[src/sv/apbf_pkg.sv]
// apbf_pkg: shared types, codes and defaults for the address/port blacklist filter
// no dependencies
`timescale 1ns / 1ps

package apbf_pkg;

  localparam int APBF_ENTRIES        = 16;
  localparam int APBF_ADDRESS_OFFSET = 30;
  localparam int APBF_PORT_OFFSET    = 36;

  localparam int          POS_W   = 6;
  localparam logic [5:0]  POS_MAX = 6'd63;

  localparam logic OP_ADD  = 1'b0;
  localparam logic OP_BYTE = 1'b1;

  localparam logic KIND_ADD     = 1'b0;
  localparam logic KIND_VERDICT = 1'b1;

  typedef struct packed {
    logic [31:0] addr;
    logic [15:0] port;
  } entry_t;

  typedef enum logic [2:0] {
    ST_IDLE = 3'b001,
    ST_SCAN = 3'b010,
    ST_DONE = 3'b100
  } state_t;

  function automatic logic entry_hit(input entry_t e, input entry_t c);
    entry_hit = ((e.addr != 32'd0) && (e.addr == c.addr)) ||
                ((e.port != 16'd0) && (e.port == c.port));
  endfunction

endpackage

[src/sv/apbf_if.sv]
// apbf_in_if / apbf_out_if: valid/ready channels of the blacklist filter
// no dependencies
`timescale 1ns / 1ps

interface apbf_in_if;
  logic        valid;
  logic        ready;
  logic        opcode;
  logic [31:0] entry_address;
  logic [15:0] entry_port;
  logic [7:0]  packet_byte;
  logic        packet_last;

  modport source (output valid, opcode, entry_address, entry_port, packet_byte, packet_last,
                  input ready);
  modport sink   (input valid, opcode, entry_address, entry_port, packet_byte, packet_last,
                  output ready);
endinterface

interface apbf_out_if;
  logic valid;
  logic ready;
  logic result_kind;
  logic add_accepted;
  logic packet_passes;

  modport source (output valid, result_kind, add_accepted, packet_passes, input ready);
  modport sink   (input valid, result_kind, add_accepted, packet_passes, output ready);
endinterface

[src/sv/apbf_capture.sv]
// apbf_capture: frame byte position and big-endian address/port field capture
// depends on apbf_pkg
`timescale 1ns / 1ps

module apbf_capture import apbf_pkg::*; #(
  parameter int ADDRESS_OFFSET = APBF_ADDRESS_OFFSET,
  parameter int PORT_OFFSET    = APBF_PORT_OFFSET
) (
  input  logic       clk,
  input  logic       rst_n,
  input  logic       byte_en,
  input  logic [7:0] packet_byte,
  input  logic       packet_last,
  output entry_t     cap
);

  logic [POS_W-1:0] pos_r;
  logic [POS_W-1:0] pos_nxt;
  entry_t           cap_r;
  entry_t           cap_nxt;

  always_comb begin
    cap_nxt = (pos_r == '0) ? '0 : cap_r;
    for (int k = 0; k < 4; k++) begin
      if (pos_r == POS_W'(ADDRESS_OFFSET + k)) begin
        cap_nxt.addr[8*(3-k) +: 8] = packet_byte;
      end
    end
    for (int k = 0; k < 2; k++) begin
      if (pos_r == POS_W'(PORT_OFFSET + k)) begin
        cap_nxt.port[8*(1-k) +: 8] = packet_byte;
      end
    end
    if (packet_last) begin
      pos_nxt = '0;
    end else if (pos_r != POS_MAX) begin
      pos_nxt = pos_r + POS_W'(1);
    end else begin
      pos_nxt = pos_r;
    end
  end

  always_ff @(posedge clk) begin
    if (!rst_n) begin
      pos_r <= '0;
      cap_r <= '0;
    end else if (byte_en) begin
      pos_r <= pos_nxt;
      cap_r <= cap_nxt;
    end
  end

  assign cap = cap_r;

endmodule

[src/sv/address_port_blacklist_filter.sv]
// address_port_blacklist_filter: top level, blacklist table memory and match scan
// depends on apbf_pkg, apbf_if, apbf_capture
//
// Use: words enter on in_ch. An add word (opcode 0) stores its address and port
// in the next free table entry, unless the table is full or both are zero, and
// returns one add status word. A byte word (opcode 1) carries one frame byte;
// only the last byte of a frame returns a verdict word (pass or blocked). Results
// leave on out_ch through an output register.
// Timing: an add status is registered and appears in the cycle after acceptance.
// A verdict appears in the cycle after the last byte when the table is empty,
// otherwise after a scan of the stored entries and the done state: the table sits
// in a memory with one read port that is scanned one entry per cycle.
// Throughput: one add or non-last byte per cycle; no word is taken during a
// verdict scan or its done state.
// Reset empties the table by clearing its fill count and clears the frame
// position and captured fields; no memory sweep is needed. While out_ch stalls
// with a result waiting, no new word is accepted.
`timescale 1ns / 1ps

module address_port_blacklist_filter import apbf_pkg::*; #(
  parameter int FILTER_ENTRIES = APBF_ENTRIES,
  parameter int ADDRESS_OFFSET = APBF_ADDRESS_OFFSET,
  parameter int PORT_OFFSET    = APBF_PORT_OFFSET
) (
  input logic        clk,
  input logic        rst_n,
  apbf_in_if.sink    in_ch,
  apbf_out_if.source out_ch
);

  localparam int IDX_W = (FILTER_ENTRIES > 1) ? $clog2(FILTER_ENTRIES) : 1;
  localparam int CNT_W = $clog2(FILTER_ENTRIES + 1);

  entry_t mem [FILTER_ENTRIES];

  state_t           state_r;
  state_t           state_nxt;
  logic [CNT_W-1:0] count_r;
  logic [CNT_W-1:0] count_m1;
  logic [IDX_W-1:0] idx_r;
  logic             rd_pend_r;
  entry_t           rd_data_r;
  logic             hit_r;
  logic             out_valid_r;
  logic             out_kind_r;
  logic             out_add_ok_r;
  logic             out_pass_r;

  logic   in_ready;
  logic   in_fire;
  logic   add_fire;
  logic   byte_fire;
  logic   last_fire;
  logic   table_free;
  logic   add_nonzero;
  logic   cur_hit;
  entry_t cap;

  assign in_ready    = (state_r == ST_IDLE) && (!out_valid_r || out_ch.ready);
  assign in_fire     = in_ch.valid && in_ready;
  assign add_fire    = in_fire && (in_ch.opcode == OP_ADD);
  assign byte_fire   = in_fire && (in_ch.opcode == OP_BYTE);
  assign last_fire   = byte_fire && in_ch.packet_last;
  assign table_free  = (count_r != CNT_W'(FILTER_ENTRIES));
  assign add_nonzero = (in_ch.entry_address != 32'd0) || (in_ch.entry_port != 16'd0);
  assign count_m1    = count_r - CNT_W'(1);
  assign cur_hit     = rd_pend_r && entry_hit(rd_data_r, cap);

  apbf_capture #(
    .ADDRESS_OFFSET (ADDRESS_OFFSET),
    .PORT_OFFSET    (PORT_OFFSET)
  ) u_capture (
    .clk         (clk),
    .rst_n       (rst_n),
    .byte_en     (byte_fire),
    .packet_byte (in_ch.packet_byte),
    .packet_last (in_ch.packet_last),
    .cap         (cap)
  );

  // table memory
  always_ff @(posedge clk) begin
    if (add_fire && table_free && add_nonzero) begin
      mem[count_r[IDX_W-1:0]] <= '{addr: in_ch.entry_address, port: in_ch.entry_port};
    end
    rd_data_r <= mem[idx_r];
  end

  always_comb begin
    state_nxt = state_r;
    case (state_r)
      ST_IDLE: begin
        if (last_fire && (count_r != '0)) begin
          state_nxt = ST_SCAN;
        end
      end
      ST_SCAN: begin
        if (idx_r == count_m1[IDX_W-1:0]) begin
          state_nxt = ST_DONE;
        end
      end
      ST_DONE: state_nxt = ST_IDLE;
      default: state_nxt = ST_IDLE;
    endcase
  end

  always_ff @(posedge clk) begin
    if (!rst_n) begin
      state_r     <= ST_IDLE;
      count_r     <= '0;
      idx_r       <= '0;
      rd_pend_r   <= 1'b0;
      hit_r       <= 1'b0;
      out_valid_r <= 1'b0;
    end else begin
      state_r   <= state_nxt;
      rd_pend_r <= (state_r == ST_SCAN);
      if (state_r == ST_SCAN) begin
        idx_r <= idx_r + IDX_W'(1);
        hit_r <= hit_r | cur_hit;
      end else begin
        idx_r <= '0;
        hit_r <= 1'b0;
      end
      if (add_fire) begin
        out_valid_r  <= 1'b1;
        out_kind_r   <= KIND_ADD;
        out_add_ok_r <= table_free;
        out_pass_r   <= 1'b0;
        if (table_free && add_nonzero) begin
          count_r <= count_r + CNT_W'(1);
        end
      end else if (last_fire && (count_r == '0)) begin
        out_valid_r  <= 1'b1;
        out_kind_r   <= KIND_VERDICT;
        out_add_ok_r <= 1'b0;
        out_pass_r   <= 1'b1;
      end else if (state_r == ST_DONE) begin
        out_valid_r  <= 1'b1;
        out_kind_r   <= KIND_VERDICT;
        out_add_ok_r <= 1'b0;
        out_pass_r   <= !(hit_r | cur_hit);
      end else if (out_ch.ready) begin
        out_valid_r <= 1'b0;
      end
    end
  end

  assign in_ch.ready          = in_ready;
  assign out_ch.valid         = out_valid_r;
  assign out_ch.result_kind   = out_kind_r;
  assign out_ch.add_accepted  = out_add_ok_r;
  assign out_ch.packet_passes = out_pass_r;

endmodule

[src/flat_wrapper.sv]
// flat-port wrapper written by rule: the top's interface ports become plain ports
module address_port_blacklist_filter_flat import apbf_pkg::*;
#(
  parameter int FILTER_ENTRIES = APBF_ENTRIES,
  parameter int ADDRESS_OFFSET = APBF_ADDRESS_OFFSET,
  parameter int PORT_OFFSET    = APBF_PORT_OFFSET
)
  (clk, rst_n, in_ch_valid, in_ch_opcode, in_ch_entry_address, in_ch_entry_port, in_ch_packet_byte, in_ch_packet_last, in_ch_ready, out_ch_valid, out_ch_result_kind, out_ch_add_accepted, out_ch_packet_passes, out_ch_ready);
  apbf_in_if in_ch_i ();
  apbf_out_if out_ch_i ();
  input logic clk;
  input logic rst_n;
  input wire logic [$bits(in_ch_i.valid)-1:0] in_ch_valid;
  input wire logic [$bits(in_ch_i.opcode)-1:0] in_ch_opcode;
  input wire logic [$bits(in_ch_i.entry_address)-1:0] in_ch_entry_address;
  input wire logic [$bits(in_ch_i.entry_port)-1:0] in_ch_entry_port;
  input wire logic [$bits(in_ch_i.packet_byte)-1:0] in_ch_packet_byte;
  input wire logic [$bits(in_ch_i.packet_last)-1:0] in_ch_packet_last;
  output wire logic [$bits(in_ch_i.ready)-1:0] in_ch_ready;
  output wire logic [$bits(out_ch_i.valid)-1:0] out_ch_valid;
  output wire logic [$bits(out_ch_i.result_kind)-1:0] out_ch_result_kind;
  output wire logic [$bits(out_ch_i.add_accepted)-1:0] out_ch_add_accepted;
  output wire logic [$bits(out_ch_i.packet_passes)-1:0] out_ch_packet_passes;
  input wire logic [$bits(out_ch_i.ready)-1:0] out_ch_ready;
  assign in_ch_i.valid = in_ch_valid;
  assign in_ch_i.opcode = in_ch_opcode;
  assign in_ch_i.entry_address = in_ch_entry_address;
  assign in_ch_i.entry_port = in_ch_entry_port;
  assign in_ch_i.packet_byte = in_ch_packet_byte;
  assign in_ch_i.packet_last = in_ch_packet_last;
  assign in_ch_ready = in_ch_i.ready;
  assign out_ch_valid = out_ch_i.valid;
  assign out_ch_result_kind = out_ch_i.result_kind;
  assign out_ch_add_accepted = out_ch_i.add_accepted;
  assign out_ch_packet_passes = out_ch_i.packet_passes;
  assign out_ch_i.ready = out_ch_ready;
  address_port_blacklist_filter #(.FILTER_ENTRIES(FILTER_ENTRIES), .ADDRESS_OFFSET(ADDRESS_OFFSET), .PORT_OFFSET(PORT_OFFSET)) u_core (.clk(clk), .rst_n(rst_n), .in_ch(in_ch_i), .out_ch(out_ch_i));
endmodule
[config.mk]
export PLATFORM = sky130hd
export DESIGN_NAME = address_port_blacklist_filter_flat
export DESIGN_NICKNAME = d
export VERILOG_FILES = /design/src/sv/apbf_pkg.sv /design/src/sv/apbf_if.sv /design/src/sv/apbf_capture.sv /design/src/sv/address_port_blacklist_filter.sv /design/src/flat_wrapper.sv
export SDC_FILE = /design/constraint.sdc
export NUM_CORES = 1
export LEC_CHECK = 0
export BUFFER_PORTS_ARGS = -buffer_cell sky130_fd_sc_hd__buf_4
export CAP_MARGIN = 20
export CORE_ASPECT_RATIO = 1.2
export CORE_MARGIN = 1.5
export CORE_UTILIZATION = 35
export DETAILED_ROUTE_END_ITERATION = 16
export GPL_ROUTABILITY_DRIVEN = 0
export GPL_TIMING_DRIVEN = 0
export PLACE_DENSITY = 0.62
export SYNTH_ARGS = -nofsm -noshare
export SYNTH_HDL_FRONTEND = slang
export SYNTH_SLANG_ARGS = --single-unit
[constraint.sdc]
create_clock -name clk -period 6.1 [get_ports clk]
set_clock_uncertainty 0.2 [all_clocks]
set_input_delay 0.915 -clock clk [delete_from_list [all_inputs] [get_ports clk]]
set_output_delay 0.915 -clock clk [all_outputs]
set_load 0.03 [all_outputs]
Yosys cells after proc, flatten, opt, wreduce, memory -nomap -nowiden. Memories as Yosys holds them, arrays and structs flattened. A register that Yosys moved wholly into a read port is not among the register bits. Index checks and enable logic that the tools add are counted. Widths: inputs -> output; s select.

Flip-flop bits (word level): 72. RAM bits: 768. Input port bits: 62. Output and inout bits: 5. Memories: 1.

Add/sub/neg operators: 4. Equality and inequality tests: 16. Multiplexer cells: 25. Bitwise logic cells: 2. Reduce and logical (&&, ||, !) cells: 45.

Memories: u_core.mem (depth 16, width 48, rd ports 1, clocked after memory_dff 1, write ports 1, line address_port_blacklist_filter.sv:34) `entry_t mem [FILTER_ENTRIES];`.

Operators by type and width (number): $reduce_bool 32->1 (2); $mux 48 (1); $mux 8 (6); $eq 32x32->1 (1); $reduce_bool 16->1 (2); $eq 6x6->1 const B (4); $reduce_and 2->1 (11); $eq 16x16->1 (1); $reduce_bool 2->1 (7); $logic_and 1x1->1 (13); $mux 1 (13); $eq 6x5->1 const B (2); $mux 6 (2); $add 6x1->6 const B (1); $logic_not 6->1 (1); $mux 3 (2); $ne 6x6->1 const B (1); $pmux 3 s2 (1); $add 5x1->5 const B (1); $logic_not 5->1 (1); $ne 5x5->1 const B (1); $reduce_bool 5->1 (1); $add 4x1->4 const B (1); $eq 4x4->1 (1); 12 further kinds (15).

Logic depth before layout (Yosys ltp). Gate-level depths: netlist of the first run.

Depth after elaboration: 9. Mapped depth: 8. Depth with buffers taken out: 8.

Cells and area by module. From an unflattened synthesis of the first run, not the netlist that was laid out.

Cell total of the unflattened synthesis: 1596. Area, all modules: 34107.7 um2.

By module, submodules not included: address_port_blacklist_filter (times used 1, cells an instance 1327, area an instance 31546.5 um2, sequential area each 24413.4 um2); apbf_capture (times used 1, cells an instance 269, area an instance 2561.2 um2, sequential area each 1081.0 um2).

Worst setup path after synthesis of the first run. OpenSTA, ideal clock, no wires.

Kind: input-to-reg. From: input out_ch_ready. To: memory u_core.mem[0][0] (netlist name) (enable). Setup time: 0.513 ns. Data arrival time: 5.116 ns. Setup slack: 0.272 ns. Stages on the path: 7. Path buffers: 1. Cells stage by stage: nand2b_1 > nand4b_1 > a31oi_2 > o31a_1 > buf_6 > nand2_1 > nor3_1.

Word-level cells in the longest chain between the ends: 8.

Ends and longest elaborated chain: from (decl) (line flat_wrapper.sv:24) `input wire logic [$bits(out_ch_i.ready)-1:0] out_ch_ready;`; $logic_or 1x1->1 (line address_port_blacklist_filter.sv:59) `assign in_ready = (state_r == ST_IDLE) && (!out_valid_r || out_ch.ready);`; $logic_and 1x1->1 (line address_port_blacklist_filter.sv:59); $logic_and 1x1->1 (line address_port_blacklist_filter.sv:60) `assign in_fire = in_ch.valid && in_ready;`; $logic_and 1x1->1 (line address_port_blacklist_filter.sv:61) `assign add_fire = in_fire && (in_ch.opcode == OP_ADD);`; $logic_and 1x1->1 (2 in a row) (line address_port_blacklist_filter.sv:83) `if (add_fire && table_free && add_nonzero) begin`; $mux 1 (line address_port_blacklist_filter.sv:83); $mux 1 (implied by the code) (line address_port_blacklist_filter.sv:84) `mem[count_r[IDX_W-1:0]] <= '{addr: in_ch.entry_address, port: in_ch.entry_port};`; to (decl) (line address_port_blacklist_filter.sv:34).

Every way passes these cells.

Final worst setup path of the first run.
From: register u_core.state_r[1]. To: memory u_core.mem[0][10] (netlist name) (enable).

Word-level cells in the longest chain between the ends: 8.

Ends and longest elaborated chain: from (decl) (line address_port_blacklist_filter.sv:36) `state_t state_r;`; from (signal assigned) (line address_port_blacklist_filter.sv:116) `state_r <= state_nxt;`; $eq 3x1->1 (line address_port_blacklist_filter.sv:59); $logic_and 1x1->1 (line address_port_blacklist_filter.sv:59); $logic_and 1x1->1 (line address_port_blacklist_filter.sv:60); $logic_and 1x1->1 (line address_port_blacklist_filter.sv:61); $logic_and 1x1->1 (2 in a row) (line address_port_blacklist_filter.sv:83); $mux 1 (line address_port_blacklist_filter.sv:83); $mux 1 (implied by the code) (line address_port_blacklist_filter.sv:84).

Every way passes these cells.

==> results of run 1 <==
state kept, by name, indices dropped and copies added, names as in the netlist:
name / flops
u_core.rd_pend_r: 1
u_core.hit_r: 1
u_core.count_r: 5
u_core.out_ch.valid: 1
u_core.out_ch.add_accepted: 1
u_core.out_ch.packet_passes: 1
u_core.state_r: 3
u_core.mem: 768
u_core.out_ch.result_kind: 1
u_core.u_capture.cap: 48
u_core.rd_data_r: 48
u_core.idx_r: 4
u_core.u_capture.pos_r: 6
worst paths after layout:
path | depth (start not counted) | end | start | slack (ns)
setup / recovery | 10 | u_core.mem[0][10]$_DFFE_PP_ | u_core.state_r[1]$_SDFFE_PN0P_ | 2.23
hold / removal | 2 | u_core.hit_r$_SDFF_PN0_ | u_core.hit_r$_SDFF_PN0_ | 0.27
setup reg to reg | 10 | u_core.mem[0][10]$_DFFE_PP_ | u_core.state_r[1]$_SDFFE_PN0P_ | 2.23
hold reg to reg | 2 | u_core.hit_r$_SDFF_PN0_ | u_core.hit_r$_SDFF_PN0_ | 0.27
layout by cell type, fill, tap and decap left out, drive strengths merged, types with 13 or more instances in the layout:
master	Yosys	final
xor2	55	55
edfxtp	771	771
a22oi	48	48
mux4	240	240
inv	9	13
buf	30	148
nor2	83	83
nand2	16	16
clkbuf	38	138
nor4	34	34
nand4	14	14
dfxtp	117	117
clkinv	0	28
worst register-to-register path, stage by stage, from the launching register on:
cell and delay [ns]:
sky130_fd_sc_hd__dfxtp_1 0.34, sky130_fd_sc_hd__nor3b_4 0.32, sky130_fd_sc_hd__nand4b_1 0.29, sky130_fd_sc_hd__a31oi_2 0.38, sky130_fd_sc_hd__o31a_1 0.23, sky130_fd_sc_hd__buf_6 0.15
sky130_fd_sc_hd__nand2_1 0.21, sky130_fd_sc_hd__nor3_2 0.87, sky130_fd_sc_hd__buf_8 0.25, sky130_fd_sc_hd__buf_6 0.18, sky130_fd_sc_hd__buf_6 0.15
Yosys cell counts, drive strengths merged, types with 6 or more instances:
library cell / n / area [µm²]
a21oi: 6 / 30.0
a22oi: 48 / 360
mux4: 240 / 5410
dfxtp: 117 / 2340
nand2b: 7 / 43.8
nand2: 16 / 62.6
xor2: 55 / 482
and3: 6 / 37.5
clkbuf: 38 / 153
nor2: 83 / 312
edfxtp: 771 / 23200
nand4: 14 / 87.6
nand3: 6 / 30.0
ha: 9 / 113
nor3: 11 / 75.1
nor4: 34 / 213
inv: 9 / 33.8
buf: 30 / 209
where the power goes:
part / switching (mW) / total, mW / internal (mW) / leakage (nW)
logic: 0.171 / 0.263 / 0.0922 / 2.92
clock network: 2.20 / 5.14 / 2.94 / 1.29
registers: 0.0343 / 6.67 / 6.64 / 7.90
total: 2.40 / 12.1 / 9.67 / 12.1
through the flow:
step | utilization, % | setup TNS [ns] | setup slack [ns]
3_3_place_gp | 37.6 | -1718.07 | -4.51
5_1_grt | 41.5 | 0 | 2.11
3_5_place_dp | 38.6 | 0 | 1.65
2_1_floorplan | - | 0 | 0.272
4_1_cts | 41.5 | 0 | 2.28
6_report | 41.5 | 0 | 2.23
per-layer routing:
metal | up-vias | part of all wire (%)
li1 | 6795 | -
met4 | 10 | 3.2
met1 | 8702 | 39
met3 | 162 | 6.3
met2 | 579 | 52
met5 | - | 0.068
logic make-up after synthesis:
| family | synth area share [%] |
|---|---|
| AND/OR/NAND/NOR | 2.85 |
| AO/OA/AOI/OAI | 1.43 |
| flip-flops | 76.3 |
| buffers and inverters | 1.18 |
| multiplexers | 16.3 |
| adder cells (fa/ha/maj) | 0.337 |
| XOR/XNOR | 1.57 |
final cells by class:
class	count	area, µm²
flip-flops and latches	888	25500
well taps	1250	1560
clock buffers	100	2180
fillers	8090	55100
diodes	2	5.00
inverters	9	33.8
repair buffers	118	1330
plain buffers	68	362
clock inverters	48	485
multi-input cells	566	7620
==> results.yml, run 1 <==
power_and_ir_drop:
  vdd_drop_max_mv: 0.172
  p_leak_nw: 12.1
  power_density_mw_per_mm2: 309
  total_power_mw: 12.1
grt:
  antenna_found_initial: 8
  grt_first_pass_wirelength_um: 117000
  number_of_global_route_vias_before_repair: 16900
  gr-usage-met3_pct: 2.84
  gr-max-usage-layer: "met2"
  use_met1_pct: 20.7
  grt.total_usage_pct: 16.6
  grt.overflow.total: 0
  grt_max_degree: 22
  groute.layer.met2.usage_pct: 28.9
hold_path:
  min-delay-path-class: "flop to flop"
worst_setup_path:
  cp_num_buf_inv: 4
  crit_path_max_incr_delay_ns: 0.87
  critical-path-top-delay-family: "simple AND/OR/NAND/NOR gates"
  worstPathCellList: "nor3b_4 -> nand4b_1 -> a31oi_2 -> o31a_1 -> buf_6 -> nand2_1 -> nor3_2 -> buf_8 -> buf_6 -> buf_6"
  arrival_ns: 4.00
  cp_slowest_cell: "sky130_fd_sc_hd__nor3_2"
  timing.critical_path.from_type: "flop"
  req_time_crit_path_ns: 6.23
  worst-path-max-fanout: 9
  crit_top_cell: "sky130_fd_sc_hd__buf_6"
  worstSetupEndpointType: "flop"
  setup.worst_path.class: "flop to flop"
drt:
  wl_um: 81200
  route.detailed.drc: 0
  drt.antenna.violating_nets: 0
  dr_wl_cell_um: 26.6
  dr.pass1.iters: 6
  route.detailed.vias_per_inst: 5.33
  detailroute.via_count: 16200
  first_iter_violations: 1658
synthesis:
  share_of_synthesized_registers_carrying_an_async_set_or_reset_pct: 0
  synthesis.yosys.warnings: 0
  synthFlopType: "sky130_fd_sc_hd__edfxtp_1"
  netlist_area_mm2: 0.0334
  netlist_instances: 1531
  yosys.cell_types.count: 43
  synth_sequential_area_ratio_pct: 76.3
  synth_seq_cells: 888
  avgSynthCellArea_um2: 21.8
  synth-edff-count: 771
  synth.net_count: 1602
cts:
  cts_buffers: 82
  cts.repair.resized: 0
  clk-insertion-delay-late_ns: 0.63
  clkSinkCount: 888
  cts_htree_levels: 3
  postCtsSetupRepairBufs: 0
  cts_max_path_buffers: 3
  ctsRootBufferMaster: "sky130_fd_sc_hd__clkbuf_16"
  clock_tree_from_tritoncts: "yes"
  cts_hold_buf: 0
  cts.clk_slew.worst_paths_ns: 0.06
floorplanning:
  die_footprint_mm2: 0.0973
  chipWidth_um: 285
  die_height_um: 341
  top_level_ports: 67
  std_cell_rows: 123
  core_mm2: 0.0942
  initial_utilization_pct: 35.5
timing:
  max_slew_margin_pct: 23.4
  tightest_pin_transition_ns: 1.15
  max_freq_ghz: 0.258
  layout_min_cycle_time_ns: 3.87
  final-setup-viol-count: 0
  holdWs_ns: 0.272
  final_clock_period_utilization_by_the_worst_path_pct: 63.5
  finalMaxSlewViolations: 0
  setup_repair_after_global_routing_missed_its_margin: "no"
  hold_violations: 0
placed_design:
  placement.io_buffers: 65
  placed_area_mm2: 0.0364
  detailedPlacementHpwl_um: 53800
  placedCellCount: 2897
final_layout:
  final_cell_area_mm2: 0.0391
  nets: 1804
  post_route_cells_drive_above_1_share_pct: 29.3
  finalNonFillerCells: 3049
  area.growth.synth_to_final_pct: 17.0
flow_run:
  max-cap-violations: 0
outcome:
  run_status: "finished clean"
No activity file was read; power rests on OpenSTA's default activity.
==> run 2: changes to the inputs <==
--- a/config.mk
+++ b/config.mk
@@ -13,7 +13,7 @@
 export DETAILED_ROUTE_END_ITERATION = 16
 export GPL_ROUTABILITY_DRIVEN = 0
 export GPL_TIMING_DRIVEN = 0
-export PLACE_DENSITY = 0.62
+export PLACE_DENSITY = 0.61
 export SYNTH_ARGS = -nofsm -noshare
 export SYNTH_HDL_FRONTEND = slang
 export SYNTH_SLANG_ARGS = --single-unit
==> constraint.sdc (replaced) <==
create_clock -name clk -period 3.6 [get_ports clk]
set_clock_uncertainty 0.2 [all_clocks]
set_input_delay 0.54 -clock clk [delete_from_list [all_inputs] [get_ports clk]]
set_output_delay 0.54 -clock clk [all_outputs]
set_load 0.03 [all_outputs]
==> run 2 against run 1 <==
Against the previous run:
- setup slack got worse by 2.1 ns
- critical path type unchanged
- largest power group unchanged
- largest cell class unchanged
- non-clock buffer count rose by 45
- critical endpoint is now u_core.rd_data_r[31]$_DFF_P_
- total power rose by 70%
- sequential share of layout area fell by 1.5 points
==> results.yml, run 2 (synthesis results as in run 1) <==
cts:
  cts_buffers: 83
  clkSinkCount: 888
  cts_htree_levels: 3
  clock_tree_from_tritoncts: "yes"
  cts_max_path_buffers: 3
  ctsRootBufferMaster: "sky130_fd_sc_hd__clkbuf_16"
  cts.clk_slew.worst_paths_ns: 0.07
  clk-insertion-delay-late_ns: 0.64
grt:
  grt.overflow.total: 0
  antenna_found_initial: 9
  grt_first_pass_wirelength_um: 120000
  grt.total_usage_pct: 17.3
  grt_max_degree: 22
  number_of_global_route_vias_before_repair: 17200
floorplanning:
  top_level_ports: 67
  core_mm2: 0.0942
  chipWidth_um: 285
  initial_utilization_pct: 35.5
  die_height_um: 341
  std_cell_rows: 123
  die_footprint_mm2: 0.0973
hold_path:
  min-delay-start: "in_ch_entry_port[0]"
  min-delay-path-class: "input port to flop"
  hold_path_depth: 1
power_and_ir_drop:
  comb_power_share_pct: 2.5
  total_switching_power_mw: 4.14
  pwr-share-seq_pct: 55.0
  vdd_drop_max_mv: 0.292
  p_leak_nw: 12.4
  cell_internal_pwr_mw: 16.4
  p_sw_share_pct: 20.1
  power.share.clock_pct: 42.5
  power_density_mw_per_mm2: 515
worst_setup_path:
  rr_worst_depth: 5
  arrival_ns: 3.77
  worstSetupEndpointType: "flop"
  req_time_crit_path_ns: 3.89
  timing.critical_path.from: "u_core.idx_r[1]$_SDFF_PN0_"
  ff_to_ff_start: "u_core.idx_r[1]$_SDFF_PN0_"
  worst-path-max-fanout: 10
  timing.critical_path.from_type: "flop"
  setup.worst_path.class: "flop to flop"
placed_design:
  placement.io_buffers: 65
  detailedPlacementHpwl_um: 55100
  placedCellCount: 2895
final_layout:
  layout_common_cells: "sky130_fd_sc_hd__edfxtp_1, sky130_fd_sc_hd__mux4_2, sky130_fd_sc_hd__dfxtp_1"
  nets: 1852
  layout.cells.most_common: "sky130_fd_sc_hd__edfxtp_1"
  largest_register_ff_count: 768
  area.growth.synth_to_final_pct: 19.7
  post_route_cells_drive_above_1_share_pct: 29.3
  finalNonFillerCells: 3104
outcome:
  run_status: "finished clean"
flow_run:
  max-cap-violations: 0
drt:
  dr.pass1.iters: 7
  first_iter_violations: 1680
  wl_um: 83300
  detailroute.via_count: 16400
  route.detailed.vias_per_inst: 5.30
  dr_wl_cell_um: 26.8
  route.detailed.drc: 0
  drt.antenna.violating_nets: 0
timing:
  holdWs_ns: 0.0236
  tightest_pin_transition_ns: 1.15
  hold_violations: 0
  final_clock_period_utilization_by_the_worst_path_pct: 96.5
  setup_repair_after_global_routing_missed_its_margin: "no"
  final-setup-viol-count: 0
  finalMaxSlewViolations: 0
  max_freq_ghz: 0.288
  layout_min_cycle_time_ns: 3.47
  max_slew_margin_pct: 22.4
run 2: cell type report:
cell class	instances	area (µm²)
flip-flops and latches	888	25500
fillers	8081	54200
clock buffers	115	2290
well taps	1250	1560
repair buffers	163	2120
diodes	2	5.00
plain buffers	68	362
clock inverters	41	425
inverters	9	33.8
multi-input cells	568	7680
run 2: through the flow:
step           setup WS [ns]  util [%]  setup TNS, ns  area (µm²)  power [mW]
2_1_floorplan         -0.566         -        -315.15       33400        11.7
3_3_place_gp           -3.81      37.7       -2554.38       35500        11.9
3_5_place_dp          -0.466      39.0        -124.37       36700        12.0
4_1_cts              0.00312      42.3              0       39900        20.7
5_1_grt               0.0785      42.4              0       40000        21.2
6_report               0.125      42.4              0       40000        20.6
run 2: final timing paths:
check	end	slack, ns
min	u_core.mem[11][0]$_DFFE_PP_	0.02
max reg2reg	u_core.rd_data_r[31]$_DFF_P_	0.13
min reg2reg	u_core.hit_r$_SDFF_PN0_	0.26
max	u_core.rd_data_r[31]$_DFF_P_	0.13
run 2: layer usage:
layer / up-vias / track usage (%) / wire length [µm]
li1: 6898 / - / -
met1: 8809 / 21.2 / 31700
met2: 586 / 29.9 / 43300
met3: 137 / 3.80 / 5830
met4: 10 / 6.10 / 2420
met5: - / 0 / 59
run 2: power groups by stage:
| stage | registers [mW] | clock network [mW] | logic (mW) |
|---|---|---|---|
| 3_3_place_gp | 11.5 | 0 | 0.403 |
| 2_1_floorplan | 11.5 | 0 | 0.157 |
| 5_1_grt | 11.3 | 9.30 | 0.547 |
| 6_report | 11.3 | 8.75 | 0.509 |
| 4_1_cts | 11.3 | 8.93 | 0.508 |
| 3_5_place_dp | 11.5 | 0 | 0.463 |
run 2: worst max-delay path, stage by stage (launching register included):
cell and delay (ns):
sky130_fd_sc_hd__dfxtp_1 0.35, sky130_fd_sc_hd__clkbuf_1 0.44, sky130_fd_sc_hd__clkbuf_1 0.60, sky130_fd_sc_hd__clkbuf_1 0.78, sky130_fd_sc_hd__mux4_2 0.42, sky130_fd_sc_hd__mux4_2 0.52
run 2: repair_timing:
action / 4_1_cts / 5_1_grt
pin swaps: 1 / 5
hold buffers: 39 / 0
setup endpoints to repair: 71 / 188
hold endpoints to repair: 425 / 0
cloned: 2 / 0
buffers inserted: 1 / 8
resized for setup: 1 / 4
